--- config.mk ---
export PLATFORM = sky130hd
export DESIGN_NAME = sst_cell
export DESIGN_NICKNAME = d
export VERILOG_FILES = /design/src/rtl/sst_pkg.sv /design/src/rtl/sst_cell.sv
export SDC_FILE = /design/constraint.sdc
export NUM_CORES = 1
export LEC_CHECK = 0
export BUFFER_PORTS_ARGS = -buffer_cell sky130_fd_sc_hd__buf_2
export CAP_MARGIN = 40
export CORE_AREA = 2 2 87 89
export CTS_BUF_LIST = sky130_fd_sc_hd__clkbuf_8
export DETAILED_ROUTE_END_ITERATION = 8
export DIE_AREA = 0 0 89 91
export PLACE_DENSITY_LB_ADDON = 0.2
export SETUP_SLACK_MARGIN = 0.3
export SKIP_LAST_GASP = 1
export SYNTH_ARGS = -nofsm -noshare
export SYNTH_HDL_FRONTEND = slang
export SYNTH_SLANG_ARGS = --single-unit
export TNS_END_PERCENT = 1
--- constraint.sdc ---
create_clock -name clk -period 5.47 [get_ports clk]
set_clock_uncertainty 0.05 [all_clocks]
set_input_delay 0.2735 -clock clk [delete_from_list [all_inputs] [get_ports clk]]
set_output_delay 0.2735 -clock clk [all_outputs]
set_load 0.1 [all_outputs]
--- src/rtl/sst_pkg.sv ---
// ============================================================================
// sst_pkg: shared types and constants for the sparse triplet transpose
// Index widths, configuration register indexes and the cell control word.
// ============================================================================
package sst_pkg;

    // Width of a one-based row or column index
    localparam int IDX_BITS = 7;

    // Largest matrix dimension accepted
    localparam int MAX_DIM = 64;

    // Reset value of both dimension registers
    localparam logic [IDX_BITS-1:0] DIM_RESET = 7'd64;

    // Configuration register indexes
    localparam int CFG_IDX_BITS = 1;
    localparam logic [CFG_IDX_BITS-1:0] CFG_NUM_ROWS = 1'b0;
    localparam logic [CFG_IDX_BITS-1:0] CFG_NUM_COLS = 1'b1;

    // Control word driven to every cell of the chain
    typedef struct packed {
        logic insert;   // place a new term in column order
        logic pop;      // shift the whole chain toward the head
    } sst_ctl_t;

endpackage

--- src/rtl/sst_cell.sv ---
// ============================================================================
// sst_cell: one slot of the column-ordered term chain
// Holds one stored term. The chain stays sorted by column, stable in arrival
// order; an insert shifts the tail right, a pop shifts everything left.
// ============================================================================
module sst_cell #(
    parameter int VALUE_BITS = 32
) (
    input  logic                                  clk,
    input  logic                                  rst_n,
    input  sst_pkg::sst_ctl_t                     ctl,
    input  logic [sst_pkg::IDX_BITS-1:0]          new_row,
    input  logic [sst_pkg::IDX_BITS-1:0]          new_col,
    input  logic signed [VALUE_BITS-1:0]          new_value,
    input  logic                                  left_keep,
    input  logic                                  left_valid,
    input  logic [sst_pkg::IDX_BITS-1:0]          left_row,
    input  logic [sst_pkg::IDX_BITS-1:0]          left_col,
    input  logic signed [VALUE_BITS-1:0]          left_value,
    input  logic                                  right_valid,
    input  logic [sst_pkg::IDX_BITS-1:0]          right_row,
    input  logic [sst_pkg::IDX_BITS-1:0]          right_col,
    input  logic signed [VALUE_BITS-1:0]          right_value,
    output logic                                  keep,
    output logic                                  valid,
    output logic [sst_pkg::IDX_BITS-1:0]          row,
    output logic [sst_pkg::IDX_BITS-1:0]          col,
    output logic signed [VALUE_BITS-1:0]          value
);
    import sst_pkg::*;

    logic                         valid_reg, valid_next;
    logic [IDX_BITS-1:0]          row_reg, row_next;
    logic [IDX_BITS-1:0]          col_reg, col_next;
    logic signed [VALUE_BITS-1:0] value_reg, value_next;

    // Entry stays put on insert when it sorts at or before the new term
    assign keep = valid_reg && (col_reg <= new_col);

    // Next contents: hold, take new term, take left neighbor, or take right
    always_comb
    begin
        valid_next = valid_reg;
        row_next   = row_reg;
        col_next   = col_reg;
        value_next = value_reg;
        if (ctl.insert && !keep)
        begin
            if (left_keep)
            begin
                valid_next = 1'b1;
                row_next   = new_row;
                col_next   = new_col;
                value_next = new_value;
            end
            else
            begin
                valid_next = left_valid;
                row_next   = left_row;
                col_next   = left_col;
                value_next = left_value;
            end
        end
        else if (ctl.pop)
        begin
            valid_next = right_valid;
            row_next   = right_row;
            col_next   = right_col;
            value_next = right_value;
        end
    end

    // Occupancy
    always_ff @(posedge clk or negedge rst_n)
    begin
        if (!rst_n)
            valid_reg <= 1'b0;
        else
            valid_reg <= valid_next;
    end

    // Payload
    always_ff @(posedge clk)
    begin
        row_reg   <= row_next;
        col_reg   <= col_next;
        value_reg <= value_next;
    end

    assign valid = valid_reg;
    assign row   = row_reg;
    assign col   = col_reg;
    assign value = value_reg;

endmodule

; After elaboration in Yosys (flattened, before gate mapping)
; Cells that the tools add are included.
[totals]
wordCells = 21
inputBits = 145
reg_bits = 47
out_inout_bits = 48
[classes]
mux = 12
reduce_logical = 4
order_cmp = 1
[op_table]
columns = operator, n
row1 = $mux W32, 3
row2 = $mux W7, 6
row3 = $le A7 B7 Y1, 1
row4 = $mux W1, 3
row5 = $logic_and A1 B1 Y1, 2
row6 = $reduce_bool A2 Y1, 1
row7 = $logic_not A1 Y1, 1

; Depth between registers and ports, before layout
[logic_depth]
depth_word = 5
depth_mapped = 8
ltp_nobuf = 6

; Least setup slack after synthesis
; Ideal clock, no wire load.
[synth_timing]
kind = register -> output
start = register col_reg[2] (netlist: col[2])
end = output port keep
t_arrival_ns = 2.976
path_buffers = 0
path_stages_with_launch = 6
slack_ns = 2.171
required_ns = 5.147
cell_sequence = edfxtp_1 > ha_1 > a21oi_1 > a21oi_1 > o22a_1 > nor2_1
[synth_via]
elab_chain_len = 2
[synth_lines]
columns = element, line
row1 = "start, declared", sst_cell.sv:34  ; logic [IDX_BITS-1:0] col_reg, col_next;
row2 = "start signal, assigned", sst_cell.sv:86  ; col_reg <= col_next;
row3 = $le A7 B7 Y1, sst_cell.sv:38  ; assign keep = valid_reg && (col_reg <= new_col);
row4 = $logic_and A1 B1 Y1, sst_cell.sv:38
row5 = "end, declared", sst_cell.sv:24  ; output logic keep,
; Every way passes these cells.

; Final worst setup path
[layout_timing]
start = register col_reg[6] (netlist: col[6])
end = register value_reg[8] (netlist: value[8]) (data pin)
[layout_via]
elab_chain_len = 5
[layout_lines]
columns = element, line
row1 = $le A7 B7 Y1, sst_cell.sv:38
row2 = $logic_and A1 B1 Y1, sst_cell.sv:38
row3 = $logic_not A1 Y1, sst_cell.sv:47  ; if (ctl.insert && !keep)
row4 = $logic_and A1 B1 Y1, sst_cell.sv:47
row5 = $mux W32, sst_cell.sv:47
row6 = named net value_next[8], sst_cell.sv:35  ; logic signed [VALUE_BITS-1:0] value_reg, value_next;
row7 = "end signal, assigned", sst_cell.sv:87  ; value_reg <= value_next;
row8 = "end, declared", sst_cell.sv:35
; The timed path passes the listed nets, and every way through them passes these cells.
; A chain may end at the register's enable or synchronous reset.

==> impl_results.md <==
* H-tree depth at 2
* Setup Crit Path Kind: register to register
* Footprint of the flip-flops and latches at about 1400 um^2
* Hold Worst Slack at ~190 ps
* Post-CTS Setup Repair Bufs at 0
* Sequential element share of the synthesized area at between 50 and 60%
* Area of combinational cells with multiple inputs at around 1300 um^2
* Final Power at around 1.4 mW
* Number of distinct library cells after synthesis at 20
* Most frequent cells in the layout: sky130_fd_sc_hd__buf_2, sky130_fd_sc_hd__mux2_2, sky130_fd_sc_hd__edfxtp_1
* I/O pin count at between 150 and 200
* Number of antenna cells inserted at 0
* Slew @ Worst Pin at about 700 ps
* Relative area change from synthesis to final layout at 42.2%
* Vias after detailed routing at about 2200
* Endpoint arrival time on the critical path at 2570 ps
* Syn Nets at ~330
* Per-instance average area after synthesis at about 15 um^2
* Number of global-route vias before repair at 2209
* Effective utilization at floorplan at roughly 39%
* Final weighted congestion in routability-driven placement at between 0.7 and 0.8
* Max Fanout on Critical Path at 47
* Worst-path cell chain: ha_1 -> nand4_1 -> a21oi_1 -> o31a_2 -> buf_4 -> mux2_2
* Final Hold Fails at 0
* Total Wirelength at between 6 and 7 mm
* Setup_tns at 0 ps
* Clock buffer depth at 2
* Cell area after synthesis at around 2800 um^2
* Remaining global-route overflow at 0
* RSZ-0062 raised after global routing: no
* TritonCTS buffer count at 5
* Post-synthesis instance total at between 150 and 200
* Slowest stage cell, crit path: sky130_fd_sc_hd__buf_4
* Maximum clock frequency at around 390 MHz
* Final Max Slew Viols at 0
* Die Height at between 90 and 100 um
* Later-pin clock latency in the skew report at approximately 290 ps
* Period utilization at a little under half
* Final-layout fill cell count at 681
* Yosys warns at 0
* Largest area contributor in the synthesized netlist: sky130_fd_sc_hd__edfxtp_1
* Floorplan die area at 8100 um^2
* Sink count of the clock tree at 47
* Post-DP HPWL at around 5.5 mm
* Number of failing setup endpoints in the final timing report at 0
* Endpoint kind of the worst setup timing path: register
* Worst ir drop on vdd at between 0.15 and 0.2 mV
* Leading post-synthesis cells by cell area: sky130_fd_sc_hd__edfxtp_1, sky130_fd_sc_hd__mux2_2, sky130_fd_sc_hd__mux2_4
* GR Util All Layers at between 10% and 20%
* Routed WL per cell at roughly 14 um
* Class of the most critical hold timing path: primary input to register
* Final #Nets at about 530
* Die span in x at between 80 and 90 um
* Clock tree from TritonCTS: yes
* Area share of the largest cell type after synthesis at about half
* Clock root buffer: sky130_fd_sc_hd__clkbuf_8
* 1st-pass router iterations at 4
* # port buffers at approximately 190
* Flip-flop and latch count after synthesis at 47
* 1st-iter DRT viols at between 70 and 80
* Worst-path clk slew at ~90 ps
* Max_cap viols at 0
* Setup crit start kind: register
* Per-cell via count in the routed design at around 4.6
* Pin count of the biggest net entering global routing at 48
* Peak per-stage delay on the critical path at ~560 ps
* Number of standard-cell rows in the floorplan at 31
* Most common library cell in the layout ignoring fill and taps: sky130_fd_sc_hd__buf_2
* Number of antenna-violating nets in the routed design at 0
* Residual DRC count at 0
* Outcome: complete, no violations
* Max FFs per register at 32
* First-pass GRT wire length at 10.0 mm
* Antenna violations before repair at 0
* Max-slew headroom at the worst pin at 53.1%
* Placeable Area at ~7100 um^2
* Share of final-layout standard cells stronger than drive strength 1 at between 70 and 80%
* P_leak at between 1.5 and 2 nW
* Time the final worst path needs with I/O delays and setup at about 2600 ps
* Worst endpoint required time at ~5500 ps
* Total power divided by cell area at approximately 360 nW/um^2
[layer usage]
metal  up-vias  routed length, um  GRT usage (%)
met4         0                 80           4.48
li1       1078                  -              -
met3         8                625           4.45
met5         -                  0              0
met1       994               2450           17.5
met2       115               3600           29.8
[worst paths after layout]
path	from	end	slack, ps	cells past startpoint
worst max register to register	col[6]	value[8]	2900	6
worst min-delay path	left_valid	valid	190	3
worst min register to register	valid	valid	560	2
worst max-delay path	col[6]	value[8]	2900	6
min in group asynchronous	rst_n	valid	230	2
max in group asynchronous	rst_n	valid	5050	2
[timing repair]
| action | 4_1_cts | 5_1_grt |
|---|---|---|
| endpoints found under the setup margin | 0 | 0 |
| hold buffers | 1 | 0 |
| hold endpoints to repair | 1 | 0 |
| resized for setup | 0 | 0 |
[layout make-up]
type	instances	area share, %
Sequential cell	47	35.3
Clock inverter	3	0.409
Tap cell	99	3.11
Clock buffer	5	1.73
Inverter	8	0.755
Multi-Input combinational cell	116	32.7
Timing Repair Buffer	196	26.0
[critical path: cells and delay by family (launching register included)]
| kind | cells | cell delay, ps |
|---|---|---|
| adder cells (fa/ha/maj) | 1 | 330 |
| multiplexers | 1 | 420 |
| AO/OA/AOI/OAI | 2 | 370 |
| AND/OR/NAND/NOR | 1 | 160 |
| flip-flops | 1 | 400 |
| buffers and inverters | 1 | 560 |
[metrics by stage]
step	setup slack [ps]	instances	cell area, um^2	util [%]
after floorplan	2170	181	2800	-
after global placement	2960	463	3830	53.6
after detailed placement	2890	465	3880	54.4
after CTS	2870	474	3980	55.8
after global routing	2760	474	3980	55.8
final	2900	474	3980	55.8
[synth_stat cells]
cell	number
sky130_fd_sc_hd__or2_2	1
sky130_fd_sc_hd__mux2i_1	2
sky130_fd_sc_hd__mux2_4	18
sky130_fd_sc_hd__nor2_1	2
sky130_fd_sc_hd__dfrtp_1	1
sky130_fd_sc_hd__nand3_1	1
sky130_fd_sc_hd__o21ai_0	1
sky130_fd_sc_hd__mux2_2	74
sky130_fd_sc_hd__nand2_1	1
sky130_fd_sc_hd__o22a_1	1
sky130_fd_sc_hd__ha_1	7
sky130_fd_sc_hd__edfxtp_1	46
sky130_fd_sc_hd__buf_6	3
sky130_fd_sc_hd__a21oi_1	4
sky130_fd_sc_hd__buf_2	3
sky130_fd_sc_hd__nand3b_1	1
sky130_fd_sc_hd__o31a_1	2
sky130_fd_sc_hd__nand4_1	1
sky130_fd_sc_hd__inv_1	8
sky130_fd_sc_hd__clkbuf_1	4
[kinds of logic after synthesis]
logic type	synth area share (%)
adder cells (fa/ha/maj)	3.13
flip-flops	50.2
multiplexers	40.1
AO/OA/AOI/OAI	1.83
buffers and inverters	3.35
AND/OR/NAND/NOR	1.30
[power by group]
part	leakage, nW	internal, mW	switching (mW)
combinational	1.35	0.187	0.556
sequential	0.473	0.472	0.0162
clock	0.0453	0.0876	0.112
total	1.87	0.747	0.684
(Power assumes the default switching activity.)
